==> src/hdl/blpt_pkg.sv <==
// Shared types, codes, command/status structs and reset constants of the pose trajectory block.
package blpt_pkg;

    // Default parameter values.
    localparam int AXES_DEF      = 6;
    localparam int FRAC_BITS_DEF = 16;

    // Width of the shared divider: dividend bits and divisor bits.
    localparam int DIV_NW = 44;
    localparam int DIV_DW = 31;

    // Duration limits in milliseconds and the point spacing.
    localparam int DUR_MIN   = 1000;
    localparam int DUR_MAX   = 10000;
    localparam int PT_MS     = 20;
    localparam int PROG_ONE  = 65536;

    // The point count is the duration over four times one fifth in Q0.15; exact up to 10000 ms.
    localparam int PT_RECIP  = 6554;
    localparam int PT_SHIFT  = 15;

    // Item function codes carried in the input tuser.
    localparam logic [1:0] FN_LOAD_BOUND = 2'd0;
    localparam logic [1:0] FN_LOAD_AXIS  = 2'd1;
    localparam logic [1:0] FN_PLAN       = 2'd2;
    localparam logic [1:0] FN_TICK       = 2'd3;

    // Status codes of a status result.
    localparam logic [1:0] ST_OK        = 2'd0;
    localparam logic [1:0] ST_START_OOB = 2'd1;
    localparam logic [1:0] ST_TGT_OOB   = 2'd2;
    localparam logic [1:0] ST_NO_TRAJ   = 2'd3;

    // Result kinds carried in the output tuser.
    localparam logic KIND_STATUS = 1'b0;
    localparam logic KIND_POINT  = 1'b1;

    typedef enum logic [4:0] {
        S_IDLE,
        S_CHECK,
        S_SQ,
        S_ROOT,
        S_DUR_GO,
        S_DUR_WAIT,
        S_COMMIT,
        S_STATUS,
        S_TICK,
        S_IDX_GO,
        S_IDX_WAIT,
        S_PROG_GO,
        S_PROG_WAIT,
        S_AX_GO,
        S_AX_WAIT,
        S_AX_EMIT
    } t_state;

    // Which quantity the shared divider is working on.
    typedef enum logic [2:0] {
        DS_DUR,
        DS_IDX,
        DS_PROG,
        DS_AXIS
    } t_div_sel;

    typedef struct packed {
        logic       capture;
        logic       step_idx;
        logic       sq_acc;
        logic       root_start;
        logic       div_start;
        t_div_sel   div_sel;
        logic       commit;
        logic       emit_status;
        logic [1:0] status_code;
        logic       emit_point;
    } t_dp_cmd;

    typedef struct packed {
        logic idx_last;
        logic sq_last;
        logic phase;
        logic chk_fail;
        logic root_done;
        logic div_done;
        logic out_free;
        logic plan_ok;
    } t_dp_stat;

    // Value t/10 in fixed point with fb fraction bits, rounded.
    function automatic logic signed [31:0] tenths(input int t, input int fb);
        longint v;
        v = (longint'(t) * (longint'(1) << fb) + 5) / 10;
        return v[31:0];
    endfunction

    // Bound of an axis after reset.
    function automatic logic signed [31:0] def_bound(input int ax, input logic is_max,
                                                     input int fb);
        int t;
        logic signed [31:0] v;
        case (ax)
            0:       t = is_max ? 5 : 0;
            1, 2:    t = 5;
            3:       t = 21;
            4, 5:    t = 13;
            default: t = 0;
        endcase
        v = tenths(t, fb);
        if (!is_max) begin
            v = -v;
        end
        return v;
    endfunction

endpackage

==> src/hdl/blpt_ctrl.sv <==
// Sequencing state machine for load, plan and tick items.
module blpt_ctrl (
    input  logic               i_clk,
    input  logic               i_rst_n,
    input  logic               s_axis_tvalid,
    output logic               s_axis_tready,
    input  logic [1:0]         s_axis_tuser,
    input  blpt_pkg::t_dp_stat i_stat,
    output blpt_pkg::t_dp_cmd  o_cmd
);
    blpt_pkg::t_state r_state, n_state;
    logic [1:0]       r_code, n_code;

    always_ff @(posedge i_clk) begin
        if (!i_rst_n) begin
            r_state <= blpt_pkg::S_IDLE;
            r_code  <= blpt_pkg::ST_OK;
        end else begin
            r_state <= n_state;
            r_code  <= n_code;
        end
    end

    // Next state and datapath commands.
    always_comb begin
        n_state = r_state;
        n_code  = r_code;
        o_cmd   = '0;
        o_cmd.div_sel     = blpt_pkg::DS_DUR;
        o_cmd.status_code = r_code;
        s_axis_tready = 1'b0;
        unique case (r_state)
            blpt_pkg::S_IDLE: begin
                // No beat is taken while reset is held.
                s_axis_tready = i_rst_n;
                if (s_axis_tvalid && i_rst_n) begin
                    o_cmd.capture = 1'b1;
                    if (s_axis_tuser == blpt_pkg::FN_PLAN) begin
                        n_state = blpt_pkg::S_CHECK;
                    end else if (s_axis_tuser == blpt_pkg::FN_TICK) begin
                        n_state = blpt_pkg::S_TICK;
                    end
                end
            end
            blpt_pkg::S_CHECK: begin
                if (i_stat.chk_fail) begin
                    n_code  = i_stat.phase ? blpt_pkg::ST_TGT_OOB : blpt_pkg::ST_START_OOB;
                    n_state = blpt_pkg::S_STATUS;
                end else begin
                    o_cmd.step_idx = 1'b1;
                    if (i_stat.idx_last && i_stat.phase) begin
                        n_state = blpt_pkg::S_SQ;
                    end
                end
            end
            blpt_pkg::S_SQ: begin
                o_cmd.sq_acc   = 1'b1;
                o_cmd.step_idx = 1'b1;
                if (i_stat.sq_last) begin
                    n_state = blpt_pkg::S_ROOT;
                end
            end
            blpt_pkg::S_ROOT: begin
                // The root is started on entry and runs until it reports done.
                if (i_stat.root_done) begin
                    n_state = blpt_pkg::S_DUR_GO;
                end
            end
            blpt_pkg::S_DUR_GO: begin
                o_cmd.div_start = 1'b1;
                o_cmd.div_sel   = blpt_pkg::DS_DUR;
                n_state         = blpt_pkg::S_DUR_WAIT;
            end
            blpt_pkg::S_DUR_WAIT: begin
                if (i_stat.div_done) begin
                    n_state = blpt_pkg::S_COMMIT;
                end
            end
            blpt_pkg::S_COMMIT: begin
                o_cmd.commit = 1'b1;
                n_code       = blpt_pkg::ST_OK;
                n_state      = blpt_pkg::S_STATUS;
            end
            blpt_pkg::S_STATUS: begin
                if (i_stat.out_free) begin
                    o_cmd.emit_status = 1'b1;
                    n_state           = blpt_pkg::S_IDLE;
                end
            end
            blpt_pkg::S_TICK: begin
                if (i_stat.plan_ok) begin
                    n_state = blpt_pkg::S_IDX_GO;
                end else begin
                    n_code  = blpt_pkg::ST_NO_TRAJ;
                    n_state = blpt_pkg::S_STATUS;
                end
            end
            blpt_pkg::S_IDX_GO: begin
                o_cmd.div_start = 1'b1;
                o_cmd.div_sel   = blpt_pkg::DS_IDX;
                n_state         = blpt_pkg::S_IDX_WAIT;
            end
            blpt_pkg::S_IDX_WAIT: begin
                if (i_stat.div_done) begin
                    n_state = blpt_pkg::S_PROG_GO;
                end
            end
            blpt_pkg::S_PROG_GO: begin
                o_cmd.div_start = 1'b1;
                o_cmd.div_sel   = blpt_pkg::DS_PROG;
                n_state         = blpt_pkg::S_PROG_WAIT;
            end
            blpt_pkg::S_PROG_WAIT: begin
                if (i_stat.div_done) begin
                    n_state = blpt_pkg::S_AX_GO;
                end
            end
            blpt_pkg::S_AX_GO: begin
                o_cmd.div_start = 1'b1;
                o_cmd.div_sel   = blpt_pkg::DS_AXIS;
                n_state         = blpt_pkg::S_AX_WAIT;
            end
            blpt_pkg::S_AX_WAIT: begin
                if (i_stat.div_done) begin
                    n_state = blpt_pkg::S_AX_EMIT;
                end
            end
            blpt_pkg::S_AX_EMIT: begin
                if (i_stat.out_free) begin
                    o_cmd.emit_point = 1'b1;
                    o_cmd.step_idx   = 1'b1;
                    n_state = i_stat.idx_last ? blpt_pkg::S_IDLE : blpt_pkg::S_AX_GO;
                end
            end
            default: begin
                n_state = blpt_pkg::S_IDLE;
            end
        endcase
        // The square root is kicked off as the last square is summed.
        o_cmd.root_start = (r_state == blpt_pkg::S_SQ) && i_stat.sq_last;
    end

endmodule

==> config.mk <==
export PLATFORM = sky130hd
export DESIGN_NAME = blpt_ctrl
export DESIGN_NICKNAME = d
export VERILOG_FILES = /design/src/hdl/blpt_pkg.sv /design/src/hdl/blpt_ctrl.sv
export SDC_FILE = /design/constraint.sdc
export NUM_CORES = 1
export LEC_CHECK = 0
export BUFFER_PORTS_ARGS = -buffer_cell sky130_fd_sc_hd__buf_2
export CORE_UTILIZATION = 40
export DETAILED_ROUTE_END_ITERATION = 8
export PLACE_DENSITY_LB_ADDON = 0.1
export RECOVER_POWER = 100
export SYNTH_ARGS = -nofsm -noshare
export SYNTH_HDL_FRONTEND = slang
export SYNTH_SLANG_ARGS = --single-unit
export TNS_END_PERCENT = 1
==> constraint.sdc <==
create_clock -name i_clk -period 1.5 [get_ports i_clk]
set_clock_uncertainty 0.15 [all_clocks]
set_input_delay 0.3 -clock i_clk [delete_from_list [all_inputs] [get_ports i_clk]]
set_output_delay 0.3 -clock i_clk [all_outputs]
set_load 0.005 [all_outputs]
==> results of run 1 <==
[kinds of logic after synthesis]
logic type,Yosys count,synth area share (%)
buffers and inverters,9,7.74
AND/OR/NAND/NOR,42,37.6
multiplexers,3,5.16
flip-flops,6,20.6
AO/OA/AOI/OAI,25,28.2
other,1,0.645
[worst max-delay path, stage by stage (launching register included)]
cell and delay [ps]:
dfxtp_4 360, buf_4 140, nand2b_4 130, buf_4 130
o22ai_1 120, buf_2 130
[routing by layer]
layer | track usage [%] | vias up | wire (um)
met5 | 0 | - | 0
met4 | 0 | 0 | 0
met3 | 5.00 | 0 | 54
met2 | 54.0 | 19 | 1080
met1 | 28.1 | 350 | 826
li1 | - | 403 | -
[final cells by class]
class,instances,area [um2],area share (%)
Multi-Input combinational cell,71,499,49.4
Tap cell,15,18.8,1.86
Inverter,2,7.51,0.743
Sequential cell,6,133,13.1
Clock buffer,3,22.5,2.23
Timing Repair Buffer,50,330,32.7
[stage by stage]
stage                     std cells  power, mW  cell area (um2)  worst slack (ps)
after floorplan                  86      0.961              594             -82.7
after global placement          138       1.39              841              -123
after detailed placement        138       1.41              841              -194
after CTS                       144       1.71              938              -235
after global routing            147       2.02             1010              -264
final                           147       1.87             1010              -207
[layout by cell type, fill, tap and decap left out, types with 3 or more instances in the layout]
| cell | n |
|---|---|
| buf_4 | 22 |
| nand3_1 | 3 |
| nand2b_1 | 4 |
| buf_2 | 24 |
| nor2_1 | 3 |
| mux2i_1 | 3 |
| clkbuf_4 | 3 |
| buf_6 | 4 |
| dfxtp_4 | 3 |
| o21ai_0 | 6 |
| nor2_2 | 5 |
| nand2_1 | 7 |
| a21oi_1 | 3 |
[report_power, final]
part	switching [mW]	internal [mW]	total [mW]	leakage (nW)
clock	0.0524	0.0901	0.142	0.0138
combinational	0.616	0.764	1.38	0.461
sequential	0.107	0.246	0.353	0.0516
[worst max-delay path by stage]
stage,startpoint,to,cells past startpoint
floorplan,r_state[2],r_state[1],6
global placement,i_stat[1],r_state[1],6
detailed placement,i_stat[1],r_state[1],6
CTS,r_state[1],o_cmd[11],5
global route,r_state[1],o_cmd[11],5
finish,r_state[1],o_cmd[8],5
[what timing repair did]
item | CTS | global route
setup endpoints to repair | 17 | 17
pin swaps | 5 | 5
buffers inserted | 3 | 3
resized for setup | 18 | 11
[state kept, by name, summed over array words and instances (netlist names)]
name,count
r_state,4
r_code,2
==> summary.txt, run 1 <==
Outcome
  – Status: finished, violations left
  – Failing checks: setup timing

Setup path
  – R2r endpoint: r_state[1]
  – Crit. End Element: primary output
  – Critical R2R Launch: r_state[1]
  – Required @ worst endpoint: 1050 ps
  – Critical Setup Path Class: reg2out
  – Worst EP arrival: ~1300 ps
  – Startpoint types: flip-flop
  – Worst-path fanout max: 6
  – Flop2flop setup slack: -150 ps
  – R2R cell count: 6

Placement
  – Buffers on Ports: 25
  – DP Wirelength: 1.49 mm
  – Gp weighted congestion: between 0.8 and 0.9

Timing
  – Maximum clock rate: 586 MHz
  – Final setup margin: -207 ps
  – Setup_tns: -1800 ps
  – Worst hold slack: 239 ps
  – Period minus WS final: approximately 1700 ps
  – Final setup fails: 17
  – Final Cycle Share: 114%
  – RSZ-0062 raised after global routing: yes
  – Hold Violations, Final: 0
  – Slew Viols, Final: 0

Floorplanning
  – IO Count: 27
  – Initial Util: about 44%
  – Core footprint: 0.00133 mm2
  – DIE HEIGHT: 40.1 um
  – Die area: 0.00161 mm2
  – # rows: 13
  – Die Span X: 40.1 um

Cells and area
  – Final net count: around 150
  – Ratio of cells with drive above 1 in the final layout: between 50% and 60%
  – Ant diodes: 0
  – Fin util: 75.8%
  – Layout area overhead: 73.8%
  – Fill count: approximately 120

Hold path
  – Hold path depth: 4
  – Hold WC Path Type: in2reg
  – Hold endpoint: r_state[3]
  – Hold path start: s_axis_tuser[1]

Detailed routing
  – 1st-iter DRT viols: 14
  – Final ANT Viol Nets: 0
  – Final wirelength: 1.96 mm
  – DRC: 0
  – Routed vias: 772
  – DRT Pass-1 Iters: 4
  – Vias/cell: 5.25
  – Drt wl/cell: around 13 um

Synthesis
  – Synth area leader: dfxtp_1
  – Syn avg cell area: 6.77 um2
  – Mapped Nets: 99
  – Ys async rst share: 0%
  – Post-Syn Area: just under 600 um2
  – Number of synthesized register bits: 6
  – Gate Count Post-Synth: 86
  – Area share of the largest cell type after synthesis: 20.6%
  – Post-synth EDFFs: 0
  – Synth unique cells: 35
  – Warnings from Yosys: 0
  – Seq/Total Area, Yosys: 20.6%
  – Synth area leaders: dfxtp_1 21%, o21ai_0 6.0%, nand2_1 5.8%
  – Most frequent cells after synthesis: 9 x nand2_1, 9 x nor2_1, 7 x o21ai_0
  – Top FF cell, synth: dfxtp_1

GRT
  – Largest net degree at the start of global routing: 10
  – GRT overflow: 0
  – First-pass GRT wire length: between 2 and 3 mm
  – All-Layer GR Usage: 26.2%
  – Initial antenna violation count: 0
  – Vias in the first global route: 670

Clocking
  – Clock latency on the worst-skew pair: 240 ps
  – Total CTS buffers: 3
  – Hold-fix buffers, CTS: 0
  – Max clock buf depth: 2
  – CTS Sinks: 6
  – H-tree level count: 1
  – Clock root buffer: clkbuf_4
  – Reg clk slew, reported paths: 40 ps
  – CTS tree: built

Power and ir drop
  – Worst vdd ir: 0.956 mV
  – Pwr Density: 1850 mW/mm2
  – Leak: between 0.5 and 0.6 nW

Run
  – Max Cap Viol: 0
No activity file was read; power rests on OpenSTA's default activity.
==> run 2: changes to the inputs <==
ABC_AREA = 1   (was unset)
CAP_MARGIN = 20   (was unset)
CORE_UTILIZATION = 42   (was 40)
clock period = 1.45 ns   (was 1.5 ns; I/O delays follow)
==> run 2 against run 1 <==
- the run still ends with setup timing left
- sequential cell count did not move
- synthesized area rose by 17%
- cell count rose by 30%
- global-route usage rose by 0.17 points
- first-iteration DRC count rose by 100%
- critical path depth rose by 1
- worst setup slack got worse by 23 ps
- critical path type unchanged
- largest cell class unchanged
- largest power group unchanged
==> summary.txt, run 2 <==
Outcome
  – Status: finished, violations left (unchanged)
  – Failing checks: setup timing (unchanged)

Synthesis
  – Gate Count Post-Synth: 126 (was 86)
  – Syn avg cell area: 5.38 um2 (was 6.77 um2)
  – Area share of the largest cell type after synthesis: 17.7% (was 20.6%)
  – Top FF cell, synth: dfxtp_1 (unchanged)
  – Warnings from Yosys: 0 (unchanged)
  – Most frequent cells after synthesis: 28 x nand2_1, 20 x nor2_1, 18 x inv_1 (was 9 x nand2_1, 9 x nor2_1, 7 x o21ai_0)
  – Synth area leaders: dfxtp_1 18%, nand2_1 15%, nand3_1 13% (was dfxtp_1 21%, o21ai_0 6.0%, nand2_1 5.8%)
  – Seq/Total Area, Yosys: 17.7% (was 20.6%)
  – Number of synthesized register bits: 6 (unchanged)
  – Mapped Nets: 139 (was 99)
  – Synth area leader: dfxtp_1 (unchanged)
  – Most common cell in the synthesized netlist: nand2_1
  – Post-synth EDFFs: 0 (unchanged)
  – Ys async rst share: 0% (unchanged)
  – Post-Syn Area: 678 um2 (was 582 um2)
  – Synth unique cells: 20 (was 35)

Clocking
  – Hold-fix buffers, CTS: 0 (unchanged)
  – CTS Sinks: 6 (unchanged)
  – Total CTS buffers: 3 (unchanged)
  – CTS tree: built (unchanged)
  – Clock latency on the worst-skew pair: 240 ps (about the same)
  – H-tree level count: 1 (unchanged)
  – Reg clk slew, reported paths: 50 ps (was 40 ps)
  – Clock root buffer: clkbuf_4 (unchanged)
  – Max clock buf depth: 2 (unchanged)

Floorplanning
  – IO Count: 27 (unchanged)
  – # rows: 14 (was 13)
  – Initial Util: 45.0% (was 43.6%)
  – DIE HEIGHT: 42.2 um (was 40.1 um)
  – Die area: 0.00178 mm2 (was 0.00161 mm2)
  – Core footprint: 0.00151 mm2 (was 0.00133 mm2)
  – Die Span X: 42.2 um (was 40.1 um)

Timing
  – Maximum clock rate: 596 MHz
  – Slew Viols, Final: 0 (unchanged)
  – Final setup fails: 17 (unchanged)
  – Period minus WS final: 1680 ps
  – Final setup margin: -229 ps (was -207 ps)
  – Hold Violations, Final: 0 (unchanged)
  – Final Cycle Share: 116%
  – Worst hold slack: 176 ps (was 239 ps)
  – Setup_tns: -2390 ps (was -1800 ps)
  – RSZ-0062 raised after global routing: yes (unchanged)

Cells and area
  – Max reg flops: 4 (unchanged)
  – Largest reg by FF count: r_state (unchanged)
  – Leading cell type in the layout, fill and taps excluded: buf_2 (unchanged)
  – Final net count: 190 (was 147)
  – Final instance area: 0.00112 mm2 (was 0.00101 mm2)
  – Fin util: 74.2% (was 75.8%)
  – Ratio of cells with drive above 1 in the final layout: 52.0% (was 56.1%)
  – Layout area overhead: 64.8% (was 73.8%)
  – Finished Layout Cells: 191 (was 147)
  – Ant diodes: 0 (unchanged)
  – Most frequent cells in the layout: 25 x buf_2, 20 x nand2_1, 18 x buf_4 (was 24 x buf_2, 22 x buf_4, 7 x nand2_1)
  – Top Registers: r_state x4, r_code x2 (unchanged)
  – Fill count: 133 (was 115)

Power and ir drop
  – Design Power: 1.84 mW (was 1.87 mW)
  – Leak: 0.628 nW (was 0.526 nW)
  – Worst vdd ir: 1.12 mV (was 0.956 mV)
  – Pwr Density: 1650 mW/mm2 (was 1850 mW/mm2)

Detailed routing
  – Final ANT Viol Nets: 0 (unchanged)
  – DRC: 0 (unchanged)
  – Vias/cell: 5.29 (was 5.25)
  – Drt wl/cell: 12.6 um (was 13.3 um)
  – DRT Pass-1 Iters: 4 (unchanged)
  – Final wirelength: 2.41 mm (was 1.96 mm)
  – 1st-iter DRT viols: 28 (was 14)
  – Routed vias: 1010 (was 772)

Placement
  – Pre-CTS setup slack: -165 ps (was -194 ps)
  – Gp weighted congestion: 0.881 (was 0.860)
  – Cell Area, Placed: 922 um2 (was 841 um2)
  – DP Wirelength: 1.64 mm (was 1.49 mm)
  – Placed Cells: 180 (was 138)
  – Buffers on Ports: 25 (unchanged)

Hold path
  – Hold WC Path Type: in2reg (unchanged)

GRT
  – All-Layer GR Usage: 26.4% (was 26.2%)
  – Vias in the first global route: 862 (was 670)
  – Met2 Resource Use GR: 44.6% (was 54.0%)
  – Initial antenna violation count: 0 (unchanged)
  – GR Util met1: 31.1% (was 28.1%)
  – Global routing usage on met3: 4.31% (was 5.00%)
  – First-pass GRT wire length: 3.59 mm (was 2.79 mm)
  – GRT Max-Usage Layer: met2 (unchanged)
  – GRT overflow: 0 (unchanged)
  – Largest net degree at the start of global routing: 8 (was 10)

Run
  – Max Cap Viol: 0 (unchanged)

Setup path
  – Startpoint types: flip-flop (unchanged)
  – Crit. End Element: primary output (unchanged)
  – Critical Setup Path Class: reg2out (unchanged)
  – Flop2flop setup slack: -180 ps (was -150 ps)
  – Worst EP arrival: 1240 ps (was 1260 ps)
  – Required @ worst endpoint: 1010 ps (was 1050 ps)
  – Worst-path fanout max: 5 (was 6)
run 2: cell count changes after synthesis, sizes merged, moves of 3 or more:
| cell | delta |
|---|---|
| inv | +19 |
| mux2i | -3 |
| nor2 | +19 |
| nand2b | -5 |
| nand3 | +15 |
| clkbuf | -3 |
| nand2 | +22 |
run 2: final timing paths:
check	cells past startpoint	end	from
worst min-delay path	3	r_code[1]	i_stat[5]
worst max register to register	9	r_state[1]	r_state[1]
worst min register to register	2	r_code[1]	r_code[1]
worst max-delay path	6	o_cmd[11]	r_state[0]
run 2: per-layer routing:
metal / vias up / wire length [um]
met1: 449 / 993
met3: 12 / 142
met5: - / 0
met2: 51 / 1160
li1: 498 / -
met4: 0 / 110
run 2: layout make-up:
class	instances	area [um2]	share of cell area (%)
timing repair buffer	48	317	28.3
clock buffer	3	22.5	2.02
multi-input combinational	97	534	47.8
inverter	21	88.8	7.95
tap	16	20.0	1.79
sequential	6	135	12.1
run 2: what timing repair did:
action / 4_1_cts / 5_1_grt
setup endpoints to repair: 17 / 17
buffers inserted: 5 / 3
gates resized for setup: 31 / 15
endpoints found under the hold margin: 0 / 0
pin swaps: 11 / 7
run 2: power by group:
group	internal [mW]	switching, mW
Clock	0.0936	0.0597
Sequential	0.246	0.105
Combinational	0.622	0.718
Total	0.961	0.883
run 2: kinds of logic after synthesis:
kind of cell | share of synthesized area, %
other | 0.553
AO/OA/AOI/OAI | 13.1
flip-flops | 17.7
buffers and inverters | 13.8
AND/OR/NAND/NOR | 54.8
run 2: worst max-delay path, stage by stage (launching register included):
cell and delay [ps]:
dfxtp_4 400, inv_2 70, nor2_4 110, buf_4 130
nand2_2 70, o21ai_1 110, buf_2 120
